**src/design/spcc_pkg.sv**
```systemverilog
// shared types and constants of the skin pixel column centroid core
package spcc_pkg;

    localparam int COLUMN_BITS = 11;
    localparam int COUNT_BITS  = 20;
    localparam int SUM_BITS    = COUNT_BITS + COLUMN_BITS;
    localparam int CFG_BITS    = COUNT_BITS;
    localparam int CFG_IDX_BITS = 3;

    localparam int S_DATA_BITS = ((3 * 8 + 1 + COLUMN_BITS + 7) / 8) * 8;
    localparam int M_DATA_BITS = ((1 + COLUMN_BITS + 7) / 8) * 8;

    localparam int QUEUE_DEPTH = 4;
    localparam int QPTR_BITS   = $clog2(QUEUE_DEPTH);

    localparam int DIV_STEP_BITS = $clog2(SUM_BITS + 1);

    // register indexes of the configuration port
    typedef enum logic [CFG_IDX_BITS-1:0] {
        REG_LUMA_MIN      = 3'd0,
        REG_LUMA_MAX      = 3'd1,
        REG_RED_DIFF_MIN  = 3'd2,
        REG_RED_DIFF_MAX  = 3'd3,
        REG_BLUE_DIFF_MIN = 3'd4,
        REG_BLUE_DIFF_MAX = 3'd5,
        REG_MIN_SKIN      = 3'd6
    } spcc_reg_t;

    // register reset values
    localparam logic [7:0]            LUMA_MIN_RST      = 8'd0;
    localparam logic [7:0]            LUMA_MAX_RST      = 8'd255;
    localparam logic [7:0]            RED_DIFF_MIN_RST  = 8'd133;
    localparam logic [7:0]            RED_DIFF_MAX_RST  = 8'd173;
    localparam logic [7:0]            BLUE_DIFF_MIN_RST = 8'd77;
    localparam logic [7:0]            BLUE_DIFF_MAX_RST = 8'd127;
    localparam logic [COUNT_BITS-1:0] MIN_SKIN_RST      = COUNT_BITS'(5);

    typedef struct packed {
        logic [7:0] luma_min;
        logic [7:0] luma_max;
        logic [7:0] red_diff_min;
        logic [7:0] red_diff_max;
        logic [7:0] blue_diff_min;
        logic [7:0] blue_diff_max;
    } spcc_bounds_t;

    // one classified pixel on its way from front to back
    typedef struct packed {
        logic                   skin;
        logic [COLUMN_BITS-1:0] column;
        logic                   last;
    } spcc_item_t;

    typedef enum logic {
        ST_ACCUM,
        ST_DIVIDE
    } spcc_state_t;

endpackage

```
**src/design/spcc_front.sv**
```systemverilog
// front end: pixel intake, ycrcb conversion and skin classification
module spcc_front (
    input  logic                          aclk,
    input  logic                          aresetn,
    input  logic                          s_tvalid,
    output logic                          s_tready,
    input  logic [spcc_pkg::S_DATA_BITS-1:0] s_tdata,
    input  logic                          s_tlast,
    input  spcc_pkg::spcc_bounds_t        bounds,
    input  logic                          q_full,
    output logic                          q_push,
    output spcc_pkg::spcc_item_t          q_item
);
    import spcc_pkg::*;

    localparam logic [21:0]        LUMA_R_W   = 22'd4899;
    localparam logic [21:0]        LUMA_G_W   = 22'd9617;
    localparam logic [21:0]        LUMA_B_W   = 22'd1868;
    localparam logic [21:0]        ROUND_HALF = 22'd8192;
    localparam logic signed [24:0] CR_W       = 25'sd11682;
    localparam logic signed [24:0] CB_W       = 25'sd9241;
    localparam logic signed [24:0] CHROMA_OFS = 25'sd2105344;

    // (chan - luma) * weight + offset, floor-descaled by 2^14, clamped to a byte
    function automatic logic [7:0] chroma(input logic [7:0] chan, input logic [7:0] luma,
                                          input logic signed [24:0] weight);
        logic signed [24:0] diff;
        logic signed [24:0] acc;
        diff = $signed({17'd0, chan}) - $signed({17'd0, luma});
        acc  = diff * weight + CHROMA_OFS;
        if (acc[24]) begin
            chroma = 8'd0;
        end else if (acc[23:22] != 2'b00) begin
            chroma = 8'd255;
        end else begin
            chroma = acc[21:14];
        end
    endfunction

    logic [7:0]             in_blue, in_green, in_red;
    logic                   in_mask;
    logic [COLUMN_BITS-1:0] in_column;
    logic [21:0]            luma_acc;

    logic                   a_valid_reg, a_valid_next;
    logic [7:0]             blue_reg, red_reg, luma_reg;
    logic                   mask_reg, last_reg;
    logic [COLUMN_BITS-1:0] column_reg;

    logic [7:0] cr, cb;
    logic       skin;

    assign in_blue   = s_tdata[7:0];
    assign in_green  = s_tdata[15:8];
    assign in_red    = s_tdata[23:16];
    assign in_mask   = s_tdata[24];
    assign in_column = s_tdata[25 +: COLUMN_BITS];

    assign luma_acc = LUMA_R_W * 22'(in_red) + LUMA_G_W * 22'(in_green)
                    + LUMA_B_W * 22'(in_blue) + ROUND_HALF;

    // stage register frees once its pixel moves into the queue
    assign s_tready = !a_valid_reg || !q_full;
    assign q_push   = a_valid_reg && !q_full;

    always_comb begin
        a_valid_next = a_valid_reg;
        if (s_tready) begin
            a_valid_next = s_tvalid;
        end
    end

    always_ff @(posedge aclk) begin
        if (!aresetn) begin
            a_valid_reg <= 1'b0;
        end else begin
            a_valid_reg <= a_valid_next;
        end
    end

    always_ff @(posedge aclk) begin
        if (s_tready && s_tvalid) begin
            blue_reg   <= in_blue;
            red_reg    <= in_red;
            luma_reg   <= luma_acc[21:14];
            mask_reg   <= in_mask;
            column_reg <= in_column;
            last_reg   <= s_tlast;
        end
    end

    assign cr = chroma(red_reg, luma_reg, CR_W);
    assign cb = chroma(blue_reg, luma_reg, CB_W);

    assign skin = mask_reg
               && (luma_reg >= bounds.luma_min) && (luma_reg <= bounds.luma_max)
               && (cr >= bounds.red_diff_min) && (cr <= bounds.red_diff_max)
               && (cb >= bounds.blue_diff_min) && (cb <= bounds.blue_diff_max);

    assign q_item.skin   = skin;
    assign q_item.column = column_reg;
    assign q_item.last   = last_reg;

endmodule

```
**src/design/spcc_queue.sv**
```systemverilog
// small fifo of classified pixels between front and back
module spcc_queue (
    input  logic                 aclk,
    input  logic                 aresetn,
    input  logic                 push,
    input  spcc_pkg::spcc_item_t push_item,
    input  logic                 pop,
    output spcc_pkg::spcc_item_t head_item,
    output logic                 full,
    output logic                 empty
);
    import spcc_pkg::*;

    spcc_item_t             slot_reg [QUEUE_DEPTH];
    logic [QPTR_BITS-1:0]   wr_ptr_reg, wr_ptr_next;
    logic [QPTR_BITS-1:0]   rd_ptr_reg, rd_ptr_next;
    logic [QPTR_BITS:0]     fill_reg, fill_next;

    assign full      = (fill_reg == (QPTR_BITS+1)'(QUEUE_DEPTH));
    assign empty     = (fill_reg == '0);
    assign head_item = slot_reg[rd_ptr_reg];

    always_comb begin
        wr_ptr_next = wr_ptr_reg;
        rd_ptr_next = rd_ptr_reg;
        fill_next   = fill_reg;
        if (push) begin
            wr_ptr_next = wr_ptr_reg + 1'b1;
        end
        if (pop) begin
            rd_ptr_next = rd_ptr_reg + 1'b1;
        end
        if (push && !pop) begin
            fill_next = fill_reg + 1'b1;
        end else if (pop && !push) begin
            fill_next = fill_reg - 1'b1;
        end
    end

    always_ff @(posedge aclk) begin
        if (!aresetn) begin
            wr_ptr_reg <= '0;
            rd_ptr_reg <= '0;
            fill_reg   <= '0;
        end else begin
            wr_ptr_reg <= wr_ptr_next;
            rd_ptr_reg <= rd_ptr_next;
            fill_reg   <= fill_next;
        end
    end

    always_ff @(posedge aclk) begin
        if (push) begin
            slot_reg[wr_ptr_reg] <= push_item;
        end
    end

endmodule

```
**src/design/spcc_back.sv**
```systemverilog
// back end: saturating accumulation, serial mean division and result register
module spcc_back (
    input  logic                            aclk,
    input  logic                            aresetn,
    input  logic                            q_empty,
    input  spcc_pkg::spcc_item_t            q_item,
    output logic                            q_pop,
    input  logic [spcc_pkg::COUNT_BITS-1:0] min_skin_pixels,
    output logic                            out_valid,
    input  logic                            out_ready,
    output logic                            out_touched,
    output logic [spcc_pkg::COLUMN_BITS-1:0] out_column
);
    import spcc_pkg::*;

    spcc_state_t              state_reg, state_next;
    logic [COUNT_BITS-1:0]    count_reg, count_next;
    logic [SUM_BITS-1:0]      sum_reg, sum_next;
    logic [SUM_BITS-1:0]      dvd_reg, dvd_next;
    logic [COUNT_BITS-1:0]    dvs_reg, dvs_next;
    logic [COUNT_BITS-1:0]    rem_reg, rem_next;
    logic [COLUMN_BITS-1:0]   quo_reg, quo_next;
    logic [DIV_STEP_BITS-1:0] left_reg, left_next;
    logic                     out_valid_reg, out_valid_next;
    logic                     out_touched_reg, out_touched_next;
    logic [COLUMN_BITS-1:0]   out_column_reg, out_column_next;

    logic                     slot_free, finish, take_skin, touch;
    logic [COUNT_BITS-1:0]    count_upd;
    logic [SUM_BITS:0]        sum_wide;
    logic [SUM_BITS-1:0]      sum_upd;
    logic [COUNT_BITS:0]      trial;
    logic                     q_bit;

    // control outputs
    always_comb begin
        slot_free = !out_valid_reg || out_ready;
        q_pop     = (state_reg == ST_ACCUM) && !q_empty && (!q_item.last || slot_free);
        finish    = (state_reg == ST_DIVIDE) && (left_reg == '0) && slot_free;
    end

    assign take_skin = q_pop && q_item.skin;
    assign count_upd = (take_skin && !(&count_reg)) ? count_reg + 1'b1 : count_reg;
    assign sum_wide  = {1'b0, sum_reg} + (SUM_BITS+1)'(q_item.column);
    assign sum_upd   = !take_skin ? sum_reg :
                       (sum_wide[SUM_BITS] ? {SUM_BITS{1'b1}} : sum_wide[SUM_BITS-1:0]);
    assign touch     = count_upd > min_skin_pixels;

    // one restoring step: bring down the next dividend bit
    assign trial = {rem_reg, dvd_reg[SUM_BITS-1]};
    assign q_bit = trial >= {1'b0, dvs_reg};

    always_comb begin
        state_next = state_reg;
        case (state_reg)
            ST_ACCUM: begin
                if (q_pop && q_item.last && touch) begin
                    state_next = ST_DIVIDE;
                end
            end
            ST_DIVIDE: begin
                if (finish) begin
                    state_next = ST_ACCUM;
                end
            end
            default: state_next = ST_ACCUM;
        endcase
    end

    always_comb begin
        count_next       = count_reg;
        sum_next         = sum_reg;
        dvd_next         = dvd_reg;
        dvs_next         = dvs_reg;
        rem_next         = rem_reg;
        quo_next         = quo_reg;
        left_next        = left_reg;
        out_valid_next   = out_valid_reg && !out_ready;
        out_touched_next = out_touched_reg;
        out_column_next  = out_column_reg;

        if (q_pop) begin
            if (q_item.last) begin
                count_next = '0;
                sum_next   = '0;
                if (touch) begin
                    dvd_next  = sum_upd;
                    dvs_next  = count_upd;
                    rem_next  = '0;
                    quo_next  = '0;
                    left_next = DIV_STEP_BITS'(SUM_BITS);
                end else begin
                    out_valid_next   = 1'b1;
                    out_touched_next = 1'b0;
                    out_column_next  = '0;
                end
            end else begin
                count_next = count_upd;
                sum_next   = sum_upd;
            end
        end

        if ((state_reg == ST_DIVIDE) && (left_reg != '0)) begin
            rem_next  = q_bit ? COUNT_BITS'(trial - {1'b0, dvs_reg}) : trial[COUNT_BITS-1:0];
            quo_next  = {quo_reg[COLUMN_BITS-2:0], q_bit};
            dvd_next  = {dvd_reg[SUM_BITS-2:0], 1'b0};
            left_next = left_reg - 1'b1;
        end

        if (finish) begin
            out_valid_next   = 1'b1;
            out_touched_next = 1'b1;
            out_column_next  = quo_reg;
        end
    end

    always_ff @(posedge aclk) begin
        if (!aresetn) begin
            state_reg     <= ST_ACCUM;
            count_reg     <= '0;
            sum_reg       <= '0;
            left_reg      <= '0;
            out_valid_reg <= 1'b0;
        end else begin
            state_reg     <= state_next;
            count_reg     <= count_next;
            sum_reg       <= sum_next;
            left_reg      <= left_next;
            out_valid_reg <= out_valid_next;
        end
    end

    always_ff @(posedge aclk) begin
        dvd_reg         <= dvd_next;
        dvs_reg         <= dvs_next;
        rem_reg         <= rem_next;
        quo_reg         <= quo_next;
        out_touched_reg <= out_touched_next;
        out_column_reg  <= out_column_next;
    end

    assign out_valid   = out_valid_reg;
    assign out_touched = out_touched_reg;
    assign out_column  = out_column_reg;

endmodule

```
**src/design/skin_pixel_column_centroid_core.sv**
```systemverilog
// top level of the skin pixel column centroid core
//
// pixels of a rectangle stream in one per transfer as bgr bytes with a mask bit and
// their column; tlast marks the final pixel. each pixel is converted to ycrcb (bt.601,
// q14 weights) in a registered front end and counts as skin when its mask bit is set
// and y, cr and cb lie within the configured inclusive bounds. a four-entry queue
// feeds the back end, which sums the columns of the skin pixels and counts them (both
// saturate). the final pixel yields one result transfer: touched when the count
// exceeds min_skin_pixels, with the truncated mean column, else zeros. within a
// rectangle the core takes one pixel per clock unless the divider is busy or a stalled
// result holds back the final pixel. when the final pixel touches, the mean comes from
// a one-bit-per-cycle restoring divider that steps once per bit of the 31-bit column
// sum and then hands over the quotient, during which further pixels only fill the
// queue. an untouched result is registered straight from the final pixel, a touched
// one once the divider is done. configuration writes take effect at once and belong
// between rectangles.
module skin_pixel_column_centroid_core (
    input  logic                              aclk,
    input  logic                              aresetn,
    // input pixel stream
    input  logic                              s_tvalid,
    output logic                              s_tready,
    // blue[7:0], green[15:8], red[23:16], in_mask[24], column[35:25], zero pad
    input  logic [spcc_pkg::S_DATA_BITS-1:0]  s_tdata,
    input  logic                              s_tlast,
    // result stream
    output logic                              m_tvalid,
    input  logic                              m_tready,
    // touched[0], finger_column[11:1], zero pad
    output logic [spcc_pkg::M_DATA_BITS-1:0]  m_tdata,
    // configuration writes
    input  logic                              cfg_we,
    input  logic [spcc_pkg::CFG_IDX_BITS-1:0] cfg_index,
    input  logic [spcc_pkg::CFG_BITS-1:0]     cfg_wdata
);
    import spcc_pkg::*;

    // bound registers and touch threshold
    spcc_bounds_t          bounds_reg, bounds_next;
    logic [COUNT_BITS-1:0] min_skin_reg, min_skin_next;

    // front to queue, queue to back
    logic       q_push, q_pop, q_full, q_empty;
    spcc_item_t push_item, head_item;

    logic                   res_valid, res_touched;
    logic [COLUMN_BITS-1:0] res_column;

    // register file, unknown indexes fall through untouched
    always_comb begin
        bounds_next   = bounds_reg;
        min_skin_next = min_skin_reg;
        if (cfg_we) begin
            case (cfg_index)
                REG_LUMA_MIN:      bounds_next.luma_min      = cfg_wdata[7:0];
                REG_LUMA_MAX:      bounds_next.luma_max      = cfg_wdata[7:0];
                REG_RED_DIFF_MIN:  bounds_next.red_diff_min  = cfg_wdata[7:0];
                REG_RED_DIFF_MAX:  bounds_next.red_diff_max  = cfg_wdata[7:0];
                REG_BLUE_DIFF_MIN: bounds_next.blue_diff_min = cfg_wdata[7:0];
                REG_BLUE_DIFF_MAX: bounds_next.blue_diff_max = cfg_wdata[7:0];
                REG_MIN_SKIN:      min_skin_next             = cfg_wdata[COUNT_BITS-1:0];
                default: begin
                end
            endcase
        end
    end

    always_ff @(posedge aclk) begin
        if (!aresetn) begin
            bounds_reg.luma_min      <= LUMA_MIN_RST;
            bounds_reg.luma_max      <= LUMA_MAX_RST;
            bounds_reg.red_diff_min  <= RED_DIFF_MIN_RST;
            bounds_reg.red_diff_max  <= RED_DIFF_MAX_RST;
            bounds_reg.blue_diff_min <= BLUE_DIFF_MIN_RST;
            bounds_reg.blue_diff_max <= BLUE_DIFF_MAX_RST;
            min_skin_reg             <= MIN_SKIN_RST;
        end else begin
            bounds_reg   <= bounds_next;
            min_skin_reg <= min_skin_next;
        end
    end

    // conversion and classification
    spcc_front u_front (
        .aclk     (aclk),
        .aresetn  (aresetn),
        .s_tvalid (s_tvalid),
        .s_tready (s_tready),
        .s_tdata  (s_tdata),
        .s_tlast  (s_tlast),
        .bounds   (bounds_reg),
        .q_full   (q_full),
        .q_push   (q_push),
        .q_item   (push_item)
    );

    // decouples the pixel rate from the divider stalls
    spcc_queue u_queue (
        .aclk      (aclk),
        .aresetn   (aresetn),
        .push      (q_push),
        .push_item (push_item),
        .pop       (q_pop),
        .head_item (head_item),
        .full      (q_full),
        .empty     (q_empty)
    );

    // accumulation, mean division and the result register
    spcc_back u_back (
        .aclk            (aclk),
        .aresetn         (aresetn),
        .q_empty         (q_empty),
        .q_item          (head_item),
        .q_pop           (q_pop),
        .min_skin_pixels (min_skin_reg),
        .out_valid       (res_valid),
        .out_ready       (m_tready),
        .out_touched     (res_touched),
        .out_column      (res_column)
    );

    assign m_tvalid = res_valid;
    assign m_tdata  = M_DATA_BITS'({res_column, res_touched});

endmodule

```
**config.mk**
```make
export PLATFORM = sky130hd
export DESIGN_NAME = skin_pixel_column_centroid_core
export DESIGN_NICKNAME = d
export VERILOG_FILES = /design/src/design/spcc_pkg.sv /design/src/design/spcc_front.sv /design/src/design/spcc_queue.sv /design/src/design/spcc_back.sv /design/src/design/skin_pixel_column_centroid_core.sv
export SDC_FILE = /design/constraint.sdc
export NUM_CORES = 1
export LEC_CHECK = 0
export ABC_CLOCK_PERIOD_IN_PS = 8800
export BUFFER_PORTS_ARGS = -buffer_cell sky130_fd_sc_hd__buf_2
export CAP_MARGIN = 20
export CORE_UTILIZATION = 51
export DETAILED_ROUTE_END_ITERATION = 10
export PLACE_DENSITY = 0.71
export SYNTH_ARGS = -nofsm -noshare
export SYNTH_HDL_FRONTEND = slang
export SYNTH_SLANG_ARGS = --single-unit
```
**constraint.sdc**
```tcl
create_clock -name aclk -period 8.8 [get_ports aclk]
set_input_delay 0.88 -clock aclk [delete_from_list [all_inputs] [get_ports aclk]]
set_output_delay 0.88 -clock aclk [all_outputs]
set_load 0.01 [all_outputs]
```
Word-level counts from Yosys, hierarchy flattened
Memory sizes are Yosys's and may differ from the RTL's. A register that Yosys moved wholly into a read port is not among the register bits.
Cells that the tools add are included.
{ "classes": {"addsub": 15, "mul": 5, "order_cmp": 8, "eq_ne": 8, "muxes": 43, "bitwise_logic": 2, "n_reduce_logical": 56} }
{ "ops": {"columns": ["operator", "count"], "rows": [
  ["$mux W31", 7],
  ["$mux W20", 7],
  ["$mux W11", 8],
  ["$add A25 B23 Y25 const B", 2],
  ["$add A31 B11 Y32", 1],
  ["$mux W8", 4],
  ["$mul A25 B14 Y24 const B", 1],
  ["$mul A25 B15 Y25 const B", 1],
  ["$ge A8 B8 Y1", 3],
  ["$le A8 B8 Y1", 3],
  ["$add A21 B22 Y22", 1],
  ["$add A22 B14 Y22 const B", 1],
  ["$add A22 B19 Y22", 1],
  ["$mul A14 B8 Y22 const A", 1],
  ["$ge A21 B20 Y1", 1],
  ["$mul A13 B8 Y21 const A", 1],
  ["$add A20 B1 Y20 const B", 1],
  ["$gt A20 B20 Y1", 1],
  ["$logic_and A1 B1 Y1", 20],
  ["$mux W5", 4],
  ["$reduce_and A20 Y1", 1],
  ["$sub A20 B20 Y20", 1],
  ["$sub A8 B8 Y9", 2],
  ["$mul A9 B8 Y17 const A", 1],
  ["other kinds (21)", 63]
]} }
{ "totals": {"ff_bits": 265, "ramBits": 52, "input_bits": 69, "out_inout_bits": 18, "word_cells": 167, "n_memories": 1} }
{ "mem_list": {"columns": ["memory", "depth", "width", "read_ports", "rd_clocked_by_memory_dff", "write_ports", "line_no", "rtl"], "rows": [
  ["u_queue.slot_reg", 4, 13, 1, 1, 1, "spcc_queue.sv:14", "spcc_item_t slot_reg [QUEUE_DEPTH];"]
]} }

Depth between registers and ports, before layout
Gate-level depths: netlist of run 1.
{ "logic_depth": {"depth_word": 12, "ltp_mapped": 46, "depth_no_buf": 46} }

By module
Synthesis of run 1 repeated with hierarchy kept, for this count alone.
{ "unflattened": {"hier_cells": 2637, "hier_area_um2": 26335.3} }
{ "by_module_without_submodules": {"columns": ["module", "instances", "cells_per_inst", "area_each_um2", "seq_area_each_um2"], "rows": [
  ["spcc_front", 1, 1275, 12107.9, 1131.1],
  ["spcc_back", 1, 984, 9167.5, 3963.8],
  ["skin_pixel_column_centroid_core", 1, 268, 2732.6, 1361.3],
  ["spcc_queue", 1, 110, 2327.2, 1741.7]
]} }

Worst setup path after synthesis of run 1
OpenSTA, ideal clock, no wires.
{ "synth_timing": {"path_kind": "flip-flop to flip-flop", "from": "register u_front.luma_reg[0]", "to": "memory u_queue.slot_reg[0][12] (netlist name), data pin", "setup_time_ns": 0.272, "arrival_ns": 8.578, "required_ns": 8.528, "slack_ns": -0.050, "stages_incl_launch_ff": 44, "path_buffers": 0, "synth_period_minus_slack_ns": 8.850, "path_cell_list": "edfxtp_1 -> ha_1 -> inv_1 -> fa_1 -> nand2_1 -> nand2_1 -> a21oi_1 -> o21bai_1 -> a21oi_1 -> o21bai_1 -> a21oi_1 -> inv_1 -> fa_1 -> inv_1 -> ha_1 -> inv_1 -> fa_1 -> inv_1 -> [... 8 more ...] -> a41o_1 -> o21a_1 -> a21o_1 -> a22o_1 -> a21o_1 -> ha_1 -> nand2b_1 -> a21o_1 -> a21o_1 -> a21o_1 -> a21oi_1 -> nor2b_1 -> o21ai_0 -> nand2b_1 -> a21oi_1 -> nor3_1 -> o31ai_1 -> a211oi_2"} }
{ "synth_rtl": {"columns": ["item", "line_no", "rtl"], "rows": [
  ["start, declared", "spcc_front.sv:46", "logic [7:0] blue_reg, red_reg, luma_reg;"],
  ["start signal, assigned", "spcc_front.sv:85", "luma_reg <= luma_acc[21:14];"],
  ["end, declared", "spcc_queue.sv:14", null]
]} }

==> results of run 1 <==
-- through the flow --
stage	area (µm²)	setup WS [ns]	hold slack (ns)
3_3_place_gp	27080	-0.1470	0.4316
4_1_cts	28420	0.006876	0.4484
6_report	28700	0.2352	0.4434
2_1_floorplan	25680	0.1740	0.4278
5_1_grt	28700	-0.1824	0.4732
3_5_place_dp	27080	-0.1294	0.4349
-- worst max path at each step --
stage	end	slack, ns	cells past startpoint
finish	u_queue.slot_reg[1][12]	0.24	38
global placement	u_queue.slot_reg[0][12]	-0.15	44
detailed placement	u_queue.slot_reg[1][12]	-0.13	46
CTS	u_queue.slot_reg[1][12]	0.007	46
global route	u_queue.slot_reg[1][12]	-0.18	46
floorplan	u_queue.slot_reg[0][12]	0.17	43
-- cell usage in the layout (no fill, tap or decap), types with 13 or more instances in the layout --
cell / synthesis / routed
buf_2: 2 / 78
mux4_2: 13 / 13
nor2b_1: 44 / 44
buf_4: 5 / 71
o21a_1: 20 / 20
nor3_1: 34 / 33
edfxtp_1: 181 / 181
o21ai_0: 104 / 98
nand3_1: 66 / 66
clkbuf_16: 0 / 42
ha_1: 402 / 398
nand4_1: 17 / 17
a21oi_2: 2 / 13
and2_1: 38 / 38
nand2_1: 217 / 216
or3_1: 17 / 17
nor2_1: 97 / 95
and3_1: 24 / 24
a21boi_0: 56 / 55
xor2_1: 34 / 34
inv_1: 422 / 420
a22oi_1: 16 / 16
xnor2_1: 69 / 62
o211ai_1: 28 / 28
dfxtp_1: 138 / 138
mux2i_1: 21 / 21
nand2b_1: 21 / 21
fa_1: 127 / 125
a21o_1: 62 / 62
a21oi_1: 102 / 91
-- cells by family (layout without fill, tap and decap cells) --
kind of cell | Yosys count | after routing | synth area share [%]
other | 1 | 4 | 0.01461
muxes | 37 | 37 | 2.091
xor gates and xnor gates | 104 | 104 | 3.578
buffers and inverters | 497 | 645 | 7.381
DFF | 319 | 319 | 31.94
adders and majority gates | 531 | 531 | 29.59
and+or+nand+nor | 619 | 619 | 11.74
AOI/OAI and AO/OA | 515 | 515 | 13.66
-- repair_timing --
| item | CTS | global route |
|---|---|---|
| gates resized for setup | 10 | 37 |
| pin swaps | 1 | 24 |
| setup buffers | 1 | 12 |
| endpoints found under the setup margin | 4 | 4 |
| cloned | 0 | 0 |
-- area by class of cell --
cell class / instances / share of cell area [%]
inverter: 423 / 5.532
timing repair buffer: 152 / 3.426
multi-input combinational: 1810 / 55.04
clock buffer: 56 / 4.019
tap: 664 / 2.894
sequential: 319 / 28.56
clock inverter: 14 / 0.5274
-- synthesized netlist by cell type (24+ instances only) --
cell,number,area (µm²)
inv_1,422,1584
ha_1,402,5030
nand2_1,217,814.5
edfxtp_1,181,5435
dfxtp_1,138,2763
fa_1,127,2542
o21ai_0,104,520.5
a21oi_1,102,510.5
nor2_1,97,364.1
xnor2_1,69,604.3
nand3_1,66,330.3
a21o_1,62,465.5
clkbuf_1,62,232.7
a21boi_0,56,420.4
nor2b_1,44,275.3
and2_1,38,237.7
nor3_1,34,170.2
xor2_1,34,297.8
o211ai_1,28,210.2
and3_1,24,150.1
-- routing by layer --
| layer | global-route usage, % | vias up | share of wire, % |
|---|---|---|---|
| met5 | 0 | - | 0.024 |
| li1 | - | 9293 | - |
| met1 | 26.89 | 9041 | 43 |
| met3 | 3.317 | 94 | 3.6 |
| met2 | 39.62 | 308 | 51 |
| met4 | 6.059 | 2 | 2.5 |
-- worst reg2reg max path: cells and delay by family (launching register included) --
family / cells / cell delay [ns]
AOI/OAI and AO/OA: 16 / 3.39
adders and majority gates: 8 / 2.73
buffers and inverters: 7 / 0.78
and+or+nand+nor: 5 / 0.69
xor gates and xnor gates: 2 / 0.38
DFF: 1 / 0.36
==> results_dict.tcl, run 1 <==
set metrics [dict create \
    die-area_mm2 0.05123 \
    reg2reg_slack_ns 0.24 \
    drc 0 \
    drv_cap 0 \
    clk_path_buf_depth 3 \
    drive_above_1_share_pct 10.85 \
    critPathCaptureType "flop" \
    initialDrtViolationCount 1024 \
    antenna_found_initial 1 \
    wire_per_inst_um 15.85 \
    crit_start "u_front.luma_reg[1]" \
    critPathMaxStageDelay_ns 0.53 \
    grt_pass1_vias 18950 \
    synthFlopType "edfxtp_1" \
    worst_pin_slew_ns 1.117 \
    rsz0062_at_grt "yes" \
    area_delta_synth_final_pct 11.84 \
    worstPathRequired_ns 9.10 \
    syn-cell-area_mm2 0.02567 \
    outcome "finished, final reports clean" \
    clock_sinks 319 \
    worstSkewPairLatency_ns 0.56 \
    num_antenna_cells 0 \
    postRouteAntennaNets 0 \
    maxSlewViolCount 0 \
    hold_path_depth 1 \
    critical_path.top_delay_family "compound AO/OA/AOI/OAI gates" \
    path_common_cell "a21o_1" \
    cts_tree "done" \
    instances_no_fill 3438 \
    hold_viol_final 0 \
    final_util_pct 58.28 \
    io_pins 87 \
    synth.avg_cell_area_um2 9.785 \
    clkTransAtPathRegs_ns 0.06 \
    start_util_pct 52.11 \
    dpl.hpwl_mm 41.75 \
    dieHeight_um 226.3 \
    grt_usage_pct 21.90 \
    cts_buffers 38 \
    finalSetupTns_ns 0 \
    finalClockSkew_ns 0.02048 \
    ctsHtreeMaxLevel 2 \
    cts-root-buf "clkbuf_16" \
    worstReg2RegEnd "u_queue.slot_reg[1][12]" \
    worst-setup-path-type "flop to flop" \
    die_width_um 226.3 \
    synth_warnings 0 \
    reg2reg_depth 38 \
    ys_seq_elements 319 \
    crit_arrival_ns 8.87 \
    holdPathEnd "u_back.out_touched" \
    slew_headroom_pct 23.61 \
    wirelength_mm 54.51 \
    drtPass1Iterations 5 \
    core_mm2 0.04925 \
    seq_area_mm2 0.008198 \
    viasPerCell 5.450 \
    fmax_ghz 0.1168 \
    critPathBufInv 7 \
    multiInputGateArea_mm2 0.01580 \
    post-route-period-util_pct 97.33 \
    cp-start-kind "flop" \
    setup_viol 0 \
    final_nets 3342 \
    critPathSlowestCell "fa_1" \
    synth_cell_type_count 85 \
    dr_total_vias 18740 \
    crit_fanout 6 \
    fin_crit_ns 8.565 \
    grt_max_degree 112 \
    ys_seq_area_share_pct 31.94 \
    synth_cells 2623 \
    ctsHoldBuffers 0 \
    largest_reg_flops 52 \
    gp_congestion 0.8814 \
    n_fill_cell 4167 \
    synth_edf_count 181 \
    grt-ovfl-total 0 \
    hold_path.startpoint "u_back.out_touched" \
    grt_first_pass_wirelength_mm 91.55 \
    synthArstFlopShare_pct 0 \
    min_path_type "flop to flop" \
    numPortBuffers 78 \
    num_rows 81 \
    rr_startpoint "u_front.luma_reg[1]" \
    place_inst 3353 \
]
Power of run 1 is left out: the tool's default activity adds up to more than one toggle a clock period on the data nets, which glitch-free logic cannot reach.
==> run 2: changes to the inputs <==
--- a/config.mk
+++ b/config.mk
@@ -9,8 +9,10 @@
 export BUFFER_PORTS_ARGS = -buffer_cell sky130_fd_sc_hd__buf_2
 export CAP_MARGIN = 20
 export CORE_UTILIZATION = 51
+export CTS_BUF_LIST = sky130_fd_sc_hd__clkbuf_4 sky130_fd_sc_hd__clkbuf_8
 export DETAILED_ROUTE_END_ITERATION = 10
 export PLACE_DENSITY = 0.71
 export SYNTH_ARGS = -nofsm -noshare
 export SYNTH_HDL_FRONTEND = slang
+export SYNTH_HIERARCHICAL = 1
 export SYNTH_SLANG_ARGS = --single-unit
==> run 2 against run 1 <==
Net effect:
- cell area is 2.7% higher
- worst setup slack got worse by 0.010 ns
- fmax decreased by 0.12%
- global-route usage about the same
- synthesized cell count is 0.53% higher
- clock skew up 0.014 ns
- die area up 2.6%
- sequential share of layout area is 0.76 points lower
- sequential cell count is the same
- worst hold slack got worse by 0.0089 ns
- cell count increased by 1.5%
- largest cell class unchanged
==> results_dict.tcl, run 2 <==
set metrics [dict create \
    crit_fanout 7 \
    finalClockSkew_ns 0.03497 \
    netlist_top_cells_area "edfxtp_1 (21%), ha_1 (19%), dfxtp_1 (10%)" \
    post-route-period-util_pct 97.44 \
    cts_buffers 53 \
    crit_arrival_ns 9.05 \
    fmax_ghz 0.1166 \
    yosys.area.top_type_share_pct 20.64 \
    yosys.area_share.adder_pct 28.71 \
    dr_total_vias 19220 \
    use_met2_pct 39.53 \
    mostFrequentLayoutCells "inv_1 (400), ha_1 (381), nand2_1 (192), edfxtp_1 (181), dfxtp_1 (138)" \
    drc 0 \
    cts_tree "done" \
    area_delta_synth_final_pct 11.97 \
    ys_seq_area_share_pct 31.13 \
    ctsHoldBuffers 0 \
    dieHeight_um 229.2 \
    path_common_cell "ha_1" \
    synthArstFlopShare_pct 0 \
    num_rows 82 \
    grt_use_met1_pct 27.29 \
    worst-setup-path-type "flop to flop" \
    critPathCaptureType "flop" \
    dpl.hpwl_mm 44.04 \
    mostFrequentLayoutCell "inv_1" \
    grt_first_pass_wirelength_mm 94.76 \
    maxSlewViolCount 0 \
    critPathSlowestCell "fa_1" \
    drv_cap 0 \
    setup_viol 0 \
    fin_hold_ws_ns 0.4345 \
    clkTransAtPathRegs_ns 0.06 \
    viasPerCell 5.510 \
    clk_path_buf_depth 3 \
    wire_per_inst_um 16.66 \
    critPathMaxStageDelay_ns 0.54 \
    initialDrtViolationCount 1043 \
    synth_compound_area_share_pct 12.41 \
    synth_warnings 6 \
    synth.avg_cell_area_um2 9.987 \
    synthTopCellsByCount "inv_1 (407), ha_1 (401), nand2_1 (195), edfxtp_1 (181), dfxtp_1 (138)" \
    worstSkewPairLatency_ns 0.65 \
    start_util_pct 52.07 \
    busiest_layer "met2" \
    yosysMostFrequentCell "inv_1" \
    synthXorXnorAreaFrac_pct 3.958 \
    core_mm2 0.05058 \
    die_width_um 229.2 \
    worst_slack_ns 0.2252 \
    antenna_found_initial 2 \
    wirelength_mm 58.10 \
    n_fill_cell 4153 \
    yosys.area_share.simple_pct 12.15 \
    fin_crit_ns 8.575 \
    min_path_type "input port to flop" \
    grt_usage_pct 21.91 \
    grt_max_degree 104 \
    synth_mux_area_share_pct 4.352 \
    synth_cell_type_count 103 \
    die-area_mm2 0.05255 \
    instances_no_fill 3488 \
    drive_above_1_share_pct 13.22 \
    cp-start-kind "flop" \
    place_inst 3350 \
    slew_headroom_pct 27.99 \
    worstPathRequired_ns 9.27 \
    syn-cell-area_mm2 0.02634 \
    io_pins 87 \
    dp_slack_ns -0.2408 \
    ctsHtreeMaxLevel 2 \
    cts-root-buf "clkbuf_8" \
    yosysTopAreaCell "edfxtp_1" \
    grt_pass1_vias 19430 \
    clock_sinks 319 \
    synth_top_family_by_area "adder cells" \
    drtPass1Iterations 7 \
    largest_reg_flops 52 \
    gp_congestion 0.8653 \
    outcome "finished, final reports clean" \
    synth_cells 2637 \
    hold_viol_final 0 \
    postRouteAntennaNets 0 \
    worst_pin_slew_ns 1.080 \
    grt-ovfl-total 0 \
    numPortBuffers 78 \
    reg2reg_slack_ns 0.23 \
    synth_edf_count 181 \
    synthFlopType "edfxtp_1" \
    ys_seq_elements 319 \
    gr-usage-met3_pct 2.702 \
    final_nets 3365 \
]
==> run 2: changes by cell type in the layout (fill, tap and decap cells not counted), sizes merged, moves of 15 or more <==
cell | before | now
nand2 | 217 | 195
nand3 | 66 | 46
and3 | 24 | 9
clkbuf | 56 | 75
a21o | 62 | 42
a21boi | 57 | 9
o211ai | 28 | 9
inv | 426 | 408
mux2i | 21 | 83
nor2b | 44 | 74
==> run 2: worst max-delay path, delay by kind of cell (launching register included) <==
| family | cells | cell delay [ns] |
|---|---|---|
| simple gates | 6 | 0.56 |
| fa+ha+maj | 9 | 3.17 |
| mux | 2 | 0.42 |
| xor+xnor | 1 | 0.20 |
| buf+inv | 6 | 0.61 |
| compound gates | 16 | 3.05 |
| flops | 1 | 0.39 |
==> run 2: cell families after synthesis <==
kind of cell / after synthesis
multiplexers: 97
flip-flops: 319
buffers and inverters: 487
AO/OA/AOI/OAI: 467
XOR/XNOR: 116
other: 1
AND/OR/NAND/NOR: 622
adder cells (fa/ha/maj): 528
==> run 2: metal layers <==
metal / wire length (µm) / up-vias
li1: - / 9422
met5: 0 / -
met2: 29580 / 380
met3: 1990 / 82
met1: 25320 / 9336
met4: 1208 / 0
==> run 2: area by class of cell <==
class	count	area [µm²]	share of cell area [%]
diodes	3	7.507	0.02546
well taps	672	840.8	2.851
repair buffers	153	991.0	3.361
clock buffers	75	925.9	3.140
flip-flops and latches	319	8198	27.80
inverters	407	1528	5.181
clock inverters	25	206.4	0.7001
multi-input cells	1834	16790	56.94
==> run 2: final timing paths <==
check                     start                       to  depth (start not counted)
max          u_front/red_reg[0]  u_queue/slot_reg[1][12]                         40
min                 s_tdata[26]    u_front/column_reg[1]                          1
max reg2reg  u_front/red_reg[0]  u_queue/slot_reg[1][12]                         40
min reg2reg  u_back/out_touched       u_back/out_touched                          1
==> run 2: what timing repair did <==
item | in CTS | in global routing
setup endpoints to repair | 4 | 5
buffers inserted | 3 | 32
resized for setup | 13 | 90
pin swaps | 2 | 77
gates cloned | 0 | 0
==> run 2: stage by stage <==
step	util, %	TNS (ns)	cell area (µm²)
after floorplan	-	0	26350
after global placement	54.41	0	27520
after detailed placement	54.41	-1.041	27520
after CTS	56.85	0	28760
after global routing	58.29	-0.4780	29480
final	58.30	0	29490
Power of run 2 is left out for the same reason.
==> run 3: changes to the inputs <==
--- a/config.mk
+++ b/config.mk
@@ -5,13 +5,14 @@
 export SDC_FILE = /design/constraint.sdc
 export NUM_CORES = 1
 export LEC_CHECK = 0
-export ABC_CLOCK_PERIOD_IN_PS = 8800
+export ABC_CLOCK_PERIOD_IN_PS = 8290
 export BUFFER_PORTS_ARGS = -buffer_cell sky130_fd_sc_hd__buf_2
 export CAP_MARGIN = 20
 export CORE_UTILIZATION = 51
 export CTS_BUF_LIST = sky130_fd_sc_hd__clkbuf_4 sky130_fd_sc_hd__clkbuf_8
 export DETAILED_ROUTE_END_ITERATION = 10
-export PLACE_DENSITY = 0.71
+export MAX_ROUTING_LAYER = met4
+export PLACE_DENSITY = 0.69
 export SYNTH_ARGS = -nofsm -noshare
 export SYNTH_HDL_FRONTEND = slang
 export SYNTH_HIERARCHICAL = 1
==> constraint.sdc (replaced) <==
create_clock -name aclk -period 8.29 [get_ports aclk]
set_input_delay 0.829 -clock aclk [delete_from_list [all_inputs] [get_ports aclk]]
set_output_delay 0.829 -clock aclk [all_outputs]
set_load 0.01 [all_outputs]
==> run 3 against run 2 <==
Net effect:
- the run now ends with negative setup slack left
- sequential share of layout area down 0.93 points
- global-route usage up 1.6 points
- worst hold slack worse by 0.10 ns
- count of clock-buffer cells in the layout up 5
- cell count up 3.2%
- cell area up 3.5%
- die area unchanged
- via count up 2.3%
- wire length up 3.4%
==> results_dict.tcl, run 3 (same netlist as run 2, synthesis figures left out) <==
set metrics [dict create \
    critPathMaxStageDelay_ns 0.54 \
    dpl.hpwl_mm 45.28 \
    largest_reg_flops 52 \
    cts_tree "done" \
    wirelength_mm 60.08 \
    finalClockSkew_ns 0.05810 \
    worstSkewPairLatency_ns 0.67 \
    violations "negative setup slack" \
    critPathSlowestCell "or4_4" \
    final_nets 3473 \
    num_rows 82 \
    drc 0 \
    start_util_pct 52.07 \
    busiest_layer "met2" \
    clkTransAtPathRegs_ns 0.06 \
    drtPass1Iterations 7 \
    drv_cap 0 \
    clk_path_buf_depth 3 \
    viasPerCell 5.461 \
    rsz0062_at_grt "yes" \
    gr-usage-met3_pct 2.839 \
    core_mm2 0.05058 \
    area_delta_synth_final_pct 15.84 \
    grt_first_pass_wirelength_mm 98.09 \
    ctsHtreeMaxLevel 2 \
    fin_crit_ns 8.542 \
    mostFrequentLayoutCell "inv_1" \
    grt_pass1_vias 20000 \
    worst_slack_ns -0.2515 \
    instances_no_fill 3601 \
    critPathBufInv 7 \
    dieHeight_um 229.2 \
    hold_viol_final 0 \
    cts-root-buf "clkbuf_8" \
    numPortBuffers 78 \
    drive_above_1_share_pct 17.18 \
    worst_pin_slew_ns 0.9914 \
    use_met2_pct 40.19 \
    ctsHoldBuffers 0 \
    mostFrequentLayoutCells "inv_1 (399), ha_1 (377), nand2_1 (191), edfxtp_1 (181), buf_4 (173)" \
    dr_total_vias 19670 \
    dpl_cell_area_mm2 0.02830 \
    crit_fanout 5 \
    design_area_mm2 0.03051 \
    cts_buffers 54 \
    grt_usage_pct 23.48 \
    critical_path.top_delay_family "compound AO/OA/AOI/OAI gates" \
    crit_start "u_front/luma_reg[1]" \
    antenna_found_initial 7 \
    place_inst 3448 \
    crit_arrival_ns 9.06 \
    cp-start-kind "flop" \
    rr_startpoint "u_front/luma_reg[1]" \
    wire_per_inst_um 16.68 \
    setup_viol 4 \
    die-area_mm2 0.05255 \
    hold_path.startpoint "s_tdata[28]" \
    critPathCaptureType "flop" \
    gp_congestion 0.8795 \
    min_path_type "input port to flop" \
    grt_use_met1_pct 28.66 \
    grt_max_degree 106 \
    fmax_ghz 0.1171 \
    die_width_um 229.2 \
    worstPathRequired_ns 8.81 \
    final_util_pct 60.31 \
    initialDrtViolationCount 1056 \
    io_pins 87 \
    postRouteAntennaNets 0 \
    grt-ovfl-total 0 \
    finalSetupTns_ns -0.9705 \
    maxSlewViolCount 0 \
    slew_headroom_pct 33.51 \
    outcome "finished with violations" \
    clock_sinks 319 \
    post-route-period-util_pct 103.0 \
    worst-setup-path-type "flop to flop" \
]
==> run 3: cell types whose count changed in the layout (fill, tap and decap cells not counted), moves of 3 or more <==
cell,delta
a21oi_4,+3
buf_4,+104
clkbuf_8,+4
clkinv_1,-6
diode_2,+4
ha_1,-4
==> run 3: final cells by class <==
type	count	area (µm²)
Multi-Input combinational cell	1834	16890
Antenna cell	7	17.52
Fill cell	4150	20070
Tap cell	672	840.8
Clock buffer	80	988.4
Timing Repair Buffer	260	1831
Sequential cell	319	8198
Clock inverter	22	212.7
Inverter	407	1528
==> run 3: stage by stage <==
stage                     setup WS, ns  hold slack [ns]
after global placement         -0.2162           0.4342
after global routing           -0.6518           0.2899
final                          -0.2515           0.3340
after floorplan               0.005944           0.4278
after CTS                      -0.1944           0.2849
after detailed placement       -0.5098           0.4436
==> run 3: per-layer routing <==
metal,routed length (µm),share of wire (%)
met4,1674,2.8
met2,30250,50
met1,25930,43
met3,2224,3.7
met5,0,0
==> run 3: worst paths after layout <==
path / to / slack [ns] / cells past startpoint
hold reg to reg: u_back/out_touched / 0.46 / 1
hold / removal: u_front/column_reg[3] / 0.33 / 1
setup / recovery: u_queue/slot_reg[1][12] / -0.25 / 41
setup reg to reg: u_queue/slot_reg[1][12] / -0.25 / 41
==> run 3: repair_timing <==
item / 4_1_cts / 5_1_grt
buffers inserted: 32 / 13
pin swaps: 57 / 77
endpoints found under the setup margin: 4 / 9
gates resized for setup: 54 / 60
Power of run 3 is left out for the same reason.
